[src/rtl/stq_pkg.sv]
// Types, constants and codes of the sorted timer queue.
package stq_pkg;

  // Number of slots in the sorted list
  localparam int unsigned DEPTH = 16;
  // Timer ids are four bits wide, so sixteen of them exist
  localparam int unsigned ID_W = 4;
  localparam int unsigned ID_COUNT = 2 ** ID_W;
  localparam int unsigned TIME_W = 48;
  localparam int unsigned IVAL_W = 32;
  // A deadline is time plus interval, one bit wider than time
  localparam int unsigned DL_W = TIME_W + 1;
  localparam int unsigned SLOT_ADDR_W = $clog2(DEPTH);
  localparam int unsigned SLOT_CNT_W = $clog2(DEPTH + 1);

  typedef enum logic [1:0] {
    REQ_ADD    = 2'd0,
    REQ_REMOVE = 2'd1,
    REQ_TICK   = 2'd2
  } stq_req_e;

  typedef enum logic [2:0] {
    RS_ADDED          = 3'd0,
    RS_REMOVED        = 3'd1,
    RS_EXPIRED        = 3'd2,
    RS_NONE_EXPIRED   = 3'd3,
    RS_FULL           = 3'd4,
    RS_NOT_ACTIVE     = 3'd5,
    RS_ALREADY_ACTIVE = 3'd6
  } stq_status_e;

  typedef enum logic [2:0] {
    S_IDLE,
    S_ADD_WALK,
    S_ADD_PUT,
    S_REM_WALK,
    S_TICK_SCAN,
    S_TICK_SHIFT,
    S_RESP
  } stq_state_e;

  typedef struct packed {
    logic [1:0]        req_type;
    logic [ID_W-1:0]   timer_id;
    logic [IVAL_W-1:0] interval;
    logic [TIME_W-1:0] now_ms;
  } stq_req_t;

  typedef struct packed {
    logic [ID_W-1:0] result_id;
    logic [2:0]      status;
    logic            last;
  } stq_rsp_t;

  // One entry of the sorted list
  typedef struct packed {
    logic [ID_W-1:0] id;
    logic [DL_W-1:0] dl;
  } stq_slot_t;

  // Commands from the controller to the datapath
  typedef struct packed {
    logic accept;
    logic add_step;
    logic put_new;
    logic rem_step;
    logic scan_step;
    logic shift_step;
    logic resp_load;
  } stq_cmd_t;

  // Status from the datapath to the controller
  typedef struct packed {
    logic [1:0] in_kind;
    logic       in_active;
    logic       full;
    logic       used_zero;
    logic       add_stop;
    logic       p_zero;
    logic       p_last;
    logic       scan_exp;
    logic       scan_emit;
    logic       skip_shift;
    logic       out_free;
  } stq_sts_t;

endpackage

[src/rtl/stq_ram.sv]
// Generic single-write, single-read RAM with registered read data.
module stq_ram #(
  parameter int unsigned Width = 8,
  parameter int unsigned Depth = 16
) (
  input  logic                     clk_i,
  input  logic                     we_i,
  input  logic [$clog2(Depth)-1:0] waddr_i,
  input  logic [Width-1:0]         wdata_i,
  input  logic [$clog2(Depth)-1:0] raddr_i,
  output logic [Width-1:0]         rdata_o
);

  logic [Width-1:0] mem_q [Depth];
  logic [Width-1:0] rdata_q;

  // Write port
  always_ff @(posedge clk_i) begin
    if (we_i) begin
      mem_q[waddr_i] <= wdata_i;
    end
  end

  // Registered read port
  always_ff @(posedge clk_i) begin
    rdata_q <= mem_q[raddr_i];
  end

  assign rdata_o = rdata_q;

endmodule

[src/rtl/stq_ctrl.sv]
// Controller state machine of the sorted timer queue.
module stq_ctrl (
  input  logic              clk_i,
  input  logic              rst_ni,
  input  logic              in_valid_i,
  output logic              in_ready_o,
  input  stq_pkg::stq_sts_t sts_i,
  output stq_pkg::stq_cmd_t cmd_o
);

  stq_pkg::stq_state_e state_q, state_d;
  logic scan_stall;

  // Hold the scan while a result has nowhere to go
  assign scan_stall = sts_i.scan_emit && !sts_i.out_free;

  // Next state
  always_comb begin
    state_d = state_q;
    unique case (state_q)
      stq_pkg::S_IDLE: begin
        if (in_valid_i) begin
          case (sts_i.in_kind)
            stq_pkg::REQ_ADD: begin
              if (sts_i.in_active || sts_i.full) begin
                state_d = stq_pkg::S_RESP;
              end else if (sts_i.used_zero) begin
                state_d = stq_pkg::S_ADD_PUT;
              end else begin
                state_d = stq_pkg::S_ADD_WALK;
              end
            end
            stq_pkg::REQ_REMOVE: begin
              state_d = sts_i.in_active ? stq_pkg::S_REM_WALK : stq_pkg::S_RESP;
            end
            stq_pkg::REQ_TICK: state_d = stq_pkg::S_TICK_SCAN;
            default: state_d = stq_pkg::S_IDLE;
          endcase
        end
      end
      stq_pkg::S_ADD_WALK: begin
        if (sts_i.add_stop) begin
          state_d = stq_pkg::S_RESP;
        end else if (sts_i.p_zero) begin
          state_d = stq_pkg::S_ADD_PUT;
        end
      end
      stq_pkg::S_ADD_PUT: state_d = stq_pkg::S_RESP;
      stq_pkg::S_REM_WALK: begin
        if (sts_i.p_last) begin
          state_d = stq_pkg::S_RESP;
        end
      end
      stq_pkg::S_TICK_SCAN: begin
        if (!scan_stall && !sts_i.scan_exp) begin
          state_d = sts_i.skip_shift ? stq_pkg::S_IDLE : stq_pkg::S_TICK_SHIFT;
        end
      end
      stq_pkg::S_TICK_SHIFT: begin
        if (sts_i.p_last) begin
          state_d = stq_pkg::S_IDLE;
        end
      end
      stq_pkg::S_RESP: begin
        if (sts_i.out_free) begin
          state_d = stq_pkg::S_IDLE;
        end
      end
      default: state_d = stq_pkg::S_IDLE;
    endcase
  end

  // Commands
  always_comb begin
    cmd_o      = '0;
    in_ready_o = 1'b0;
    unique case (state_q)
      stq_pkg::S_IDLE: begin
        in_ready_o    = 1'b1;
        cmd_o.accept  = in_valid_i;
      end
      stq_pkg::S_ADD_WALK:   cmd_o.add_step   = 1'b1;
      stq_pkg::S_ADD_PUT:    cmd_o.put_new    = 1'b1;
      stq_pkg::S_REM_WALK:   cmd_o.rem_step   = 1'b1;
      stq_pkg::S_TICK_SCAN:  cmd_o.scan_step  = !scan_stall;
      stq_pkg::S_TICK_SHIFT: cmd_o.shift_step = 1'b1;
      stq_pkg::S_RESP:       cmd_o.resp_load  = sts_i.out_free;
      default: cmd_o = '0;
    endcase
  end

  always_ff @(posedge clk_i or negedge rst_ni) begin
    if (!rst_ni) begin
      state_q <= stq_pkg::S_IDLE;
    end else begin
      state_q <= state_d;
    end
  end

endmodule

[src/rtl/stq_datapath.sv]
// Datapath of the sorted timer queue: slot RAM, counters, id flags and result register.
module stq_datapath (
  input  logic              clk_i,
  input  logic              rst_ni,
  input  stq_pkg::stq_req_t in_data_i,
  input  stq_pkg::stq_cmd_t cmd_i,
  output stq_pkg::stq_sts_t sts_o,
  output logic              out_valid_o,
  input  logic              out_ready_i,
  output stq_pkg::stq_rsp_t out_data_o
);

  localparam int unsigned CW = stq_pkg::SLOT_CNT_W;
  localparam int unsigned AW = stq_pkg::SLOT_ADDR_W;
  localparam int unsigned IW = stq_pkg::ID_W;

  logic [CW-1:0]                  used_q, used_d, p_q, p_d, h_q, h_d;
  logic [stq_pkg::TIME_W-1:0]     cur_q, cur_d;
  logic [stq_pkg::DL_W-1:0]       dl_q, dl_d;
  logic [stq_pkg::ID_COUNT-1:0]   active_q, active_d;
  logic                           found_q, found_d, pend_q, pend_d;
  logic [IW-1:0]                  pend_id_q, pend_id_d, id_q, id_d, resp_id_q, resp_id_d;
  stq_pkg::stq_status_e           resp_st_q, resp_st_d;
  logic                           out_valid_q, out_valid_d;
  stq_pkg::stq_rsp_t              out_q, out_d;

  logic                           ram_we;
  logic [AW-1:0]                  ram_waddr, ram_raddr;
  stq_pkg::stq_slot_t             ram_wdata, rslot, new_slot;
  logic [$bits(stq_pkg::stq_slot_t)-1:0] ram_rdata;

  logic [CW-1:0] p_m1, p_p1, p_sub_h, used_m1;
  logic          in_active, full, out_free, scan_exp, add_stop;

  assign p_m1     = p_q - CW'(1);
  assign p_p1     = p_q + CW'(1);
  assign p_sub_h  = p_q - h_q;
  assign used_m1  = used_q - CW'(1);
  assign rslot    = ram_rdata;
  assign new_slot = '{id: id_q, dl: dl_q};

  assign in_active = active_q[in_data_i.timer_id];
  assign full      = (used_q >= CW'(stq_pkg::DEPTH));
  assign out_free  = !out_valid_q || out_ready_i;
  assign add_stop  = (rslot.dl <= dl_q);
  assign scan_exp  = (p_q < used_q) && (rslot.dl <= {1'b0, cur_q});

  // Report status to the controller
  always_comb begin
    sts_o            = '0;
    sts_o.in_kind    = in_data_i.req_type;
    sts_o.in_active  = in_active;
    sts_o.full       = full;
    sts_o.used_zero  = (used_q == '0);
    sts_o.add_stop   = add_stop;
    sts_o.p_zero     = (p_q == '0);
    sts_o.p_last     = (p_q == used_m1);
    sts_o.scan_exp   = scan_exp;
    sts_o.scan_emit  = scan_exp ? pend_q : 1'b1;
    sts_o.skip_shift = (p_q == '0) || (p_q == used_q);
    sts_o.out_free   = out_free;
  end

  // Carry out the command of this cycle
  always_comb begin
    used_d      = used_q;
    p_d         = p_q;
    h_d         = h_q;
    cur_d       = cur_q;
    dl_d        = dl_q;
    active_d    = active_q;
    found_d     = found_q;
    pend_d      = pend_q;
    pend_id_d   = pend_id_q;
    id_d        = id_q;
    resp_id_d   = resp_id_q;
    resp_st_d   = resp_st_q;
    out_d       = out_q;
    out_valid_d = out_valid_q && !out_ready_i;
    ram_we      = 1'b0;
    ram_waddr   = p_q[AW-1:0];
    ram_wdata   = rslot;
    ram_raddr   = p_q[AW-1:0];

    if (cmd_i.accept) begin
      // Latch the request and prime the first slot read
      id_d      = in_data_i.timer_id;
      resp_id_d = in_data_i.timer_id;
      dl_d      = {1'b0, cur_q} + stq_pkg::DL_W'(in_data_i.interval);
      found_d   = 1'b0;
      pend_d    = 1'b0;
      p_d       = '0;
      ram_raddr = '0;
      case (in_data_i.req_type)
        stq_pkg::REQ_ADD: begin
          p_d       = used_m1;
          ram_raddr = used_m1[AW-1:0];
          if (in_active) begin
            resp_st_d = stq_pkg::RS_ALREADY_ACTIVE;
          end else if (full) begin
            resp_st_d = stq_pkg::RS_FULL;
          end else begin
            resp_st_d = stq_pkg::RS_ADDED;
          end
        end
        stq_pkg::REQ_REMOVE: begin
          resp_st_d = in_active ? stq_pkg::RS_REMOVED : stq_pkg::RS_NOT_ACTIVE;
        end
        stq_pkg::REQ_TICK: cur_d = in_data_i.now_ms;
        default: ;
      endcase
    end

    if (cmd_i.add_step) begin
      // Move a later slot up by one, or drop the new timer in behind it
      ram_we    = 1'b1;
      ram_waddr = p_p1[AW-1:0];
      if (add_stop) begin
        ram_wdata      = new_slot;
        used_d         = used_q + CW'(1);
        active_d[id_q] = 1'b1;
      end else begin
        ram_wdata = rslot;
        p_d       = p_m1;
        ram_raddr = p_m1[AW-1:0];
      end
    end

    if (cmd_i.put_new) begin
      // Place the new timer at the head
      ram_we         = 1'b1;
      ram_waddr      = '0;
      ram_wdata      = new_slot;
      used_d         = used_q + CW'(1);
      active_d[id_q] = 1'b1;
    end

    if (cmd_i.rem_step) begin
      // Skip the matching slot and close the gap behind it
      if (found_q) begin
        ram_we    = 1'b1;
        ram_waddr = p_m1[AW-1:0];
        ram_wdata = rslot;
      end else if (rslot.id == id_q) begin
        found_d = 1'b1;
      end
      p_d       = p_p1;
      ram_raddr = p_p1[AW-1:0];
      if (p_q == used_m1) begin
        used_d         = used_m1;
        active_d[id_q] = 1'b0;
      end
    end

    if (cmd_i.scan_step) begin
      // Emit expired timers one behind, so the final one can carry last
      if (scan_exp) begin
        active_d[rslot.id] = 1'b0;
        p_d                = p_p1;
        ram_raddr          = p_p1[AW-1:0];
        if (pend_q) begin
          out_d       = '{result_id: pend_id_q, status: stq_pkg::RS_EXPIRED, last: 1'b0};
          out_valid_d = 1'b1;
        end
        pend_d    = 1'b1;
        pend_id_d = rslot.id;
      end else begin
        if (pend_q) begin
          out_d = '{result_id: pend_id_q, status: stq_pkg::RS_EXPIRED, last: 1'b1};
        end else begin
          out_d = '{result_id: '0, status: stq_pkg::RS_NONE_EXPIRED, last: 1'b1};
        end
        out_valid_d = 1'b1;
        pend_d      = 1'b0;
        h_d         = p_q;
        if ((p_q == '0) || (p_q == used_q)) begin
          used_d = used_q - p_q;
        end
      end
    end

    if (cmd_i.shift_step) begin
      // Move the surviving slots down over the expired ones
      ram_we    = 1'b1;
      ram_waddr = p_sub_h[AW-1:0];
      ram_wdata = rslot;
      p_d       = p_p1;
      ram_raddr = p_p1[AW-1:0];
      if (p_q == used_m1) begin
        used_d = used_q - h_q;
      end
    end

    if (cmd_i.resp_load) begin
      // Load the single result of an add or remove request
      out_d       = '{result_id: resp_id_q, status: resp_st_q, last: 1'b1};
      out_valid_d = 1'b1;
    end
  end

  stq_ram #(
    .Width($bits(stq_pkg::stq_slot_t)),
    .Depth(stq_pkg::DEPTH)
  ) u_slots (
    .clk_i  (clk_i),
    .we_i   (ram_we),
    .waddr_i(ram_waddr),
    .wdata_i(ram_wdata),
    .raddr_i(ram_raddr),
    .rdata_o(ram_rdata)
  );

  // Control registers
  always_ff @(posedge clk_i or negedge rst_ni) begin
    if (!rst_ni) begin
      used_q      <= '0;
      cur_q       <= '0;
      active_q    <= '0;
      found_q     <= 1'b0;
      pend_q      <= 1'b0;
      p_q         <= '0;
      h_q         <= '0;
      out_valid_q <= 1'b0;
    end else begin
      used_q      <= used_d;
      cur_q       <= cur_d;
      active_q    <= active_d;
      found_q     <= found_d;
      pend_q      <= pend_d;
      p_q         <= p_d;
      h_q         <= h_d;
      out_valid_q <= out_valid_d;
    end
  end

  // Payload registers
  always_ff @(posedge clk_i) begin
    dl_q      <= dl_d;
    pend_id_q <= pend_id_d;
    id_q      <= id_d;
    resp_id_q <= resp_id_d;
    resp_st_q <= resp_st_d;
    out_q     <= out_d;
  end

  assign out_valid_o = out_valid_q;
  assign out_data_o  = out_q;

endmodule

[src/rtl/sorted_timer_queue.sv]
// Top level of the sorted timer queue.
// Keeps up to DEPTH armed timers in one RAM ordered by deadline and works one
// request at a time: in_ready_o is high only while no request is in progress.
// Every tick, and each add or remove that is not refused, walks the list through
// the slot RAM, one slot per cycle while no stalled result holds it, on its single
// write and registered read port. An add shifts later slots up from the tail, a
// remove closes the gap behind the removed slot, and a tick scans the expired
// timers, then moves the surviving slots down when the list must be compacted.
// A stalled result register holds the scan of a tick, while add and
// remove results wait in their own state until the register frees. No clearing
// pass follows reset: the contents of slots beyond the fill count are never used.
module sorted_timer_queue (
  input  logic              clk_i,
  input  logic              rst_ni,
  input  logic              in_valid_i,
  output logic              in_ready_o,
  input  stq_pkg::stq_req_t in_data_i,
  output logic              out_valid_o,
  input  logic              out_ready_i,
  output stq_pkg::stq_rsp_t out_data_o
);

  stq_pkg::stq_cmd_t cmd;
  stq_pkg::stq_sts_t sts;

  stq_ctrl u_ctrl (
    .clk_i     (clk_i),
    .rst_ni    (rst_ni),
    .in_valid_i(in_valid_i),
    .in_ready_o(in_ready_o),
    .sts_i     (sts),
    .cmd_o     (cmd)
  );

  stq_datapath u_dp (
    .clk_i      (clk_i),
    .rst_ni     (rst_ni),
    .in_data_i  (in_data_i),
    .cmd_i      (cmd),
    .sts_o      (sts),
    .out_valid_o(out_valid_o),
    .out_ready_i(out_ready_i),
    .out_data_o (out_data_o)
  );

endmodule

[config.mk]
export PLATFORM = sky130hd
export DESIGN_NAME = sorted_timer_queue
export DESIGN_NICKNAME = d
export VERILOG_FILES = /design/src/rtl/stq_pkg.sv /design/src/rtl/stq_ram.sv /design/src/rtl/stq_ctrl.sv /design/src/rtl/stq_datapath.sv /design/src/rtl/sorted_timer_queue.sv
export SDC_FILE = /design/constraint.sdc
export NUM_CORES = 2
export LEC_CHECK = 0
export BUFFER_PORTS_ARGS = -buffer_cell sky130_fd_sc_hd__buf_2
export CORE_MARGIN = 1.5
export CORE_UTILIZATION = 55
export CTS_CLUSTER_SIZE = 8
export DETAILED_ROUTE_END_ITERATION = 10
export MAX_ROUTING_LAYER = met4
export PLACE_DENSITY = 0.71
export SLEW_MARGIN = 20
export SYNTH_ARGS = -nofsm -noshare
export SYNTH_HDL_FRONTEND = slang
export SYNTH_HIERARCHICAL = 1
export SYNTH_SLANG_ARGS = --single-unit
[constraint.sdc]
create_clock -name clk_i -period 9.3 [get_ports clk_i]
set_clock_uncertainty 0.2 [all_clocks]
set_input_delay 1.395 -clock clk_i [delete_from_list [all_inputs] [get_ports clk_i]]
set_output_delay 1.395 -clock clk_i [all_outputs]
set_load 0.01 [all_outputs]
==> reports/qor.txt <==
root buf cell = clkbuf_16
WL final = 110.7 mm
final setup fails = 0
core area = 81850 sq um
Post-Place Cells = 3808
Synth Area per Inst = 16.63 sq um
Warnings, synthesis = 6
RSZ-0062 raised after global routing = no
Pwr per Cell Area = 421.5 nW/um^2
GRT overflow = 0
# fillers = 5718
CP max FO = 29
die height = 290.0 microns
Final #Nets = 3129
buffer depth of the longest clock path = 3
hold path depth = 1
WHS Endpoint = u_dp/out_data_o[0]$_SDFFE_PP1P_
most frequent cell after synthesis = edfxtp_1
per-cell routed wire length = 27.15 microns
Multi-input gate area = 13640 sq um
critical path class = reg -> reg
CTS tree = done
Post-synth top cells = 915 x edfxtp_1, 217 x mux4_2, 186 x nand2_1
startpoint class of the critical path = register
number of synthesized flops with an enable pin = 915
final instance count without filler cells = 4079
crit path DAT = 7.68 ns
HP Start = u_dp/out_data_o[0]$_SDFFE_PP1P_
vias in the first global route = 26700
DR DRC count = 0
Mapped Cells = 2724
layout cells sized above 1 = 0.2137
R2R cell count = 18
global-route wire length before repair = 167.1 mm
Slew headroom = 0.1988
CTS Buf Count = 149
max-cap viol count = 0
Top FF cell, synth = edfxtp_1
peak supply drop = 0.6223 mV
Hold Buf Count CTS = 0
Placed Area = 46970 sq um
Worst-Margin Slew = 1.202 ns
Antenna Diode Count = 0
Placer Congestion = 0.8905
DRT Pass-1 Iters = 6
# IOs = 100
post-synth cell types = 91
post-CTS setup repair buffer count = 0
largest area contributor in the netlist = edfxtp_1
largest net degree at the start of global routing = 117
Leak = 18.01 nW
endpoint class of the critical path = register
crit path time final = 7.244 ns
Reg clk slew, reported paths = 0.06 ns
via count = 26150
syn nets = 2964
DR vias/cell = 6.410
dpl hpwl = 63.74 mm
worst r2r dst = u_dp/u_slots/rdata_o[19]$_DFF_P_
setup TNS = 0 ns
worst skew pair latency = 0.72 ns
Final Hold Fails = 0
row cnt = 105
fin. max-slew vios = 0
reg2reg setup slack = 2.06 ns
fin crit share = 0.7790
CTS sink cnt = 1054
register area = 30680 sq um
flop and latch count out of synthesis = 1054
Post-Syn Area = 45300 sq um
port buffer count = 99
Area growth, synth to finish = 13.22%
ys async rst share = 0.08065
Post-DRT Antenna Nets = 0
Max Clock Freq = 0.1380 GHz
Initial Util = 0.5535
sequential share of the synthesized area = 0.6774
Detailed Route Iter0 Violations = 2642
die width = 290.0 microns
initial antenna violation count = 0
smallest setup slack after layout = 2.056 ns
Total Routing Usage GR = 0.2750
total power = 21.62 mW
Area contributors post-synth = edfxtp_1 61%, mux4_2 11%, dfrtp_1 4.7%
Finished Cell Area = 51290 sq um
run status = complete, no violations
DIE AREA = 84090 sq um
Place WS = 2.273 ns
post-synth top area share = 0.6066
Crit path required time = 9.74 ns
H-tree depth = 4
HP Class = reg -> reg
post-CTS sizing = 0
RR Startpoint = u_dp/cur_q[40]$_DFFE_PN0P_
==> sequential cells by signal, indices dropped and copies added (netlist names) <==
signal	cells
u_dp/u_slots/mem_q	848
u_dp/u_slots/rdata_o	53
u_dp/dl_q	49
u_dp/cur_q	48
u_dp/active_q	16
u_dp/out_data_o	8
u_dp/h_q	5
u_dp/p_q	5
u_dp/used_q	5
u_dp/pend_id_q	4
u_dp/resp_id_q	4
u_ctrl/state_q	3
u_dp/resp_st_q	3
u_dp/found_q	1
u_dp/out_valid_o	1
u_dp/pend_q	1
==> power by group <==
part	switching (mW)	internal, mW	total [mW]	leakage, nW
registers	0.536	7.12	7.66	9.80
clock network	1.94	3.02	4.96	2.04
logic	5.33	3.67	9.00	6.17
==> layer usage <==
layer | share of wire | global-route usage | wire (microns) | up-vias
li1 | - | - | - | 11180
met1 | 0.41 | 0.3810 | 45850 | 13490
met2 | 0.48 | 0.4252 | 52920 | 1248
met3 | 0.081 | 0.03960 | 8921 | 227
met4 | 0.028 | 0.08973 | 3049 | 0
met5 | 0 | - | 0 | -
==> critical path, stage by stage (launching register included) <==
cell and delay, ns:
dfrtp_1 0.44, inv_1 0.11, ha_1 0.34, a21oi_1 0.20, o21ai_0 0.30, a2111oi_0 0.55, o2111ai_1 0.30, o31ai_4 0.62
nand3_1 0.23, a2111oi_0 0.43, buf_4 0.22, nand3_2 0.15, nand3_1 0.25, a221oi_1 0.08, nor3_1 0.74, nor2b_4 1.05
buf_4 0.64, a22oi_1 0.16, nand2_1 0.13
==> worst max path at each step <==
stage | from | to | cells past startpoint
final | u_dp/cur_q[40]$_DFFE_PN0P_ | u_dp/u_slots/rdata_o[19]$_DFF_P_ | 18
after global routing | u_dp/cur_q[40]$_DFFE_PN0P_ | u_dp/u_slots/rdata_o[25]$_DFF_P_ | 18
after CTS | u_dp/cur_q[38]$_DFFE_PN0P_ | u_dp/u_slots/rdata_o[33]$_DFF_P_ | 18
after detailed placement | u_dp/cur_q[38]$_DFFE_PN0P_ | u_dp/u_slots/rdata_o[33]$_DFF_P_ | 18
after floorplan | u_ctrl/state_q[0]$_DFFE_PN0P_ | u_dp/u_slots/mem_q[0][0]$_DFFE_PP_ | 10
after global placement | u_dp/cur_q[40]$_DFFE_PN0P_ | u_dp/u_slots/rdata_o[27]$_DFF_P_ | 18
==> cells in the final DEF (no fill, tap or decap), types with 7 or more instances in the layout <==
| cell | netlist | layout |
|---|---|---|
| o21a_1 | 11 | 11 |
| nand3_1 | 57 | 57 |
| a21o_1 | 26 | 25 |
| nor2_1 | 76 | 63 |
| and3_1 | 14 | 14 |
| clkbuf_1 | 54 | 111 |
| a21oi_1 | 74 | 73 |
| nand2b_1 | 15 | 15 |
| nand4_1 | 32 | 32 |
| inv_1 | 130 | 130 |
| a221oi_1 | 9 | 9 |
| nand3b_1 | 7 | 7 |
| or3_1 | 7 | 7 |
| buf_2 | 31 | 98 |
| a22oi_1 | 107 | 107 |
| o21ai_0 | 41 | 40 |
| nand2_1 | 186 | 186 |
| o21ai_1 | 51 | 50 |
| o22ai_1 | 8 | 8 |
| dfrtp_1 | 85 | 85 |
| ha_1 | 146 | 146 |
| clkbuf_16 | 0 | 150 |
| nor2b_1 | 16 | 14 |
| nor3_1 | 30 | 26 |
| o221a_2 | 16 | 16 |
| nor3b_1 | 10 | 9 |
| xor2_1 | 20 | 20 |
| edfxtp_1 | 915 | 915 |
| nor2_4 | 0 | 13 |
| mux2_2 | 56 | 56 |
| mux4_2 | 217 | 217 |
| xnor2_1 | 43 | 43 |
| dfxtp_1 | 54 | 54 |
| o211ai_1 | 9 | 9 |
| buf_4 | 13 | 39 |
==> stage by stage <==
step                hold WS [ns]  utilization
floorplan                 0.2794            -
global placement          0.2463       0.5739
detailed placement        0.2515       0.5739
CTS                       0.2631       0.6264
global route              0.2856       0.6266
finish                    0.2749       0.6266
==> area by class of cell <==
class                      instances  share of cell area
clock buffer                     261             0.08131
clock inverter                    10            0.002586
inverter                         131            0.009637
multi-input combinational       1414              0.2660
sequential                      1054              0.5983
tap                             1070             0.02610
timing repair buffer             139             0.01605
==> cell families after synthesis <==
logic type	share of synthesized area
flip-flops	0.6774
AND/OR/NAND/NOR	0.05394
AO/OA/AOI/OAI	0.06527
multiplexers	0.1234
buffers and inverters	0.02536
adder cells (fa/ha/maj)	0.04209
XOR/XNOR	0.01254
Power figures use the tool's default switching activity.
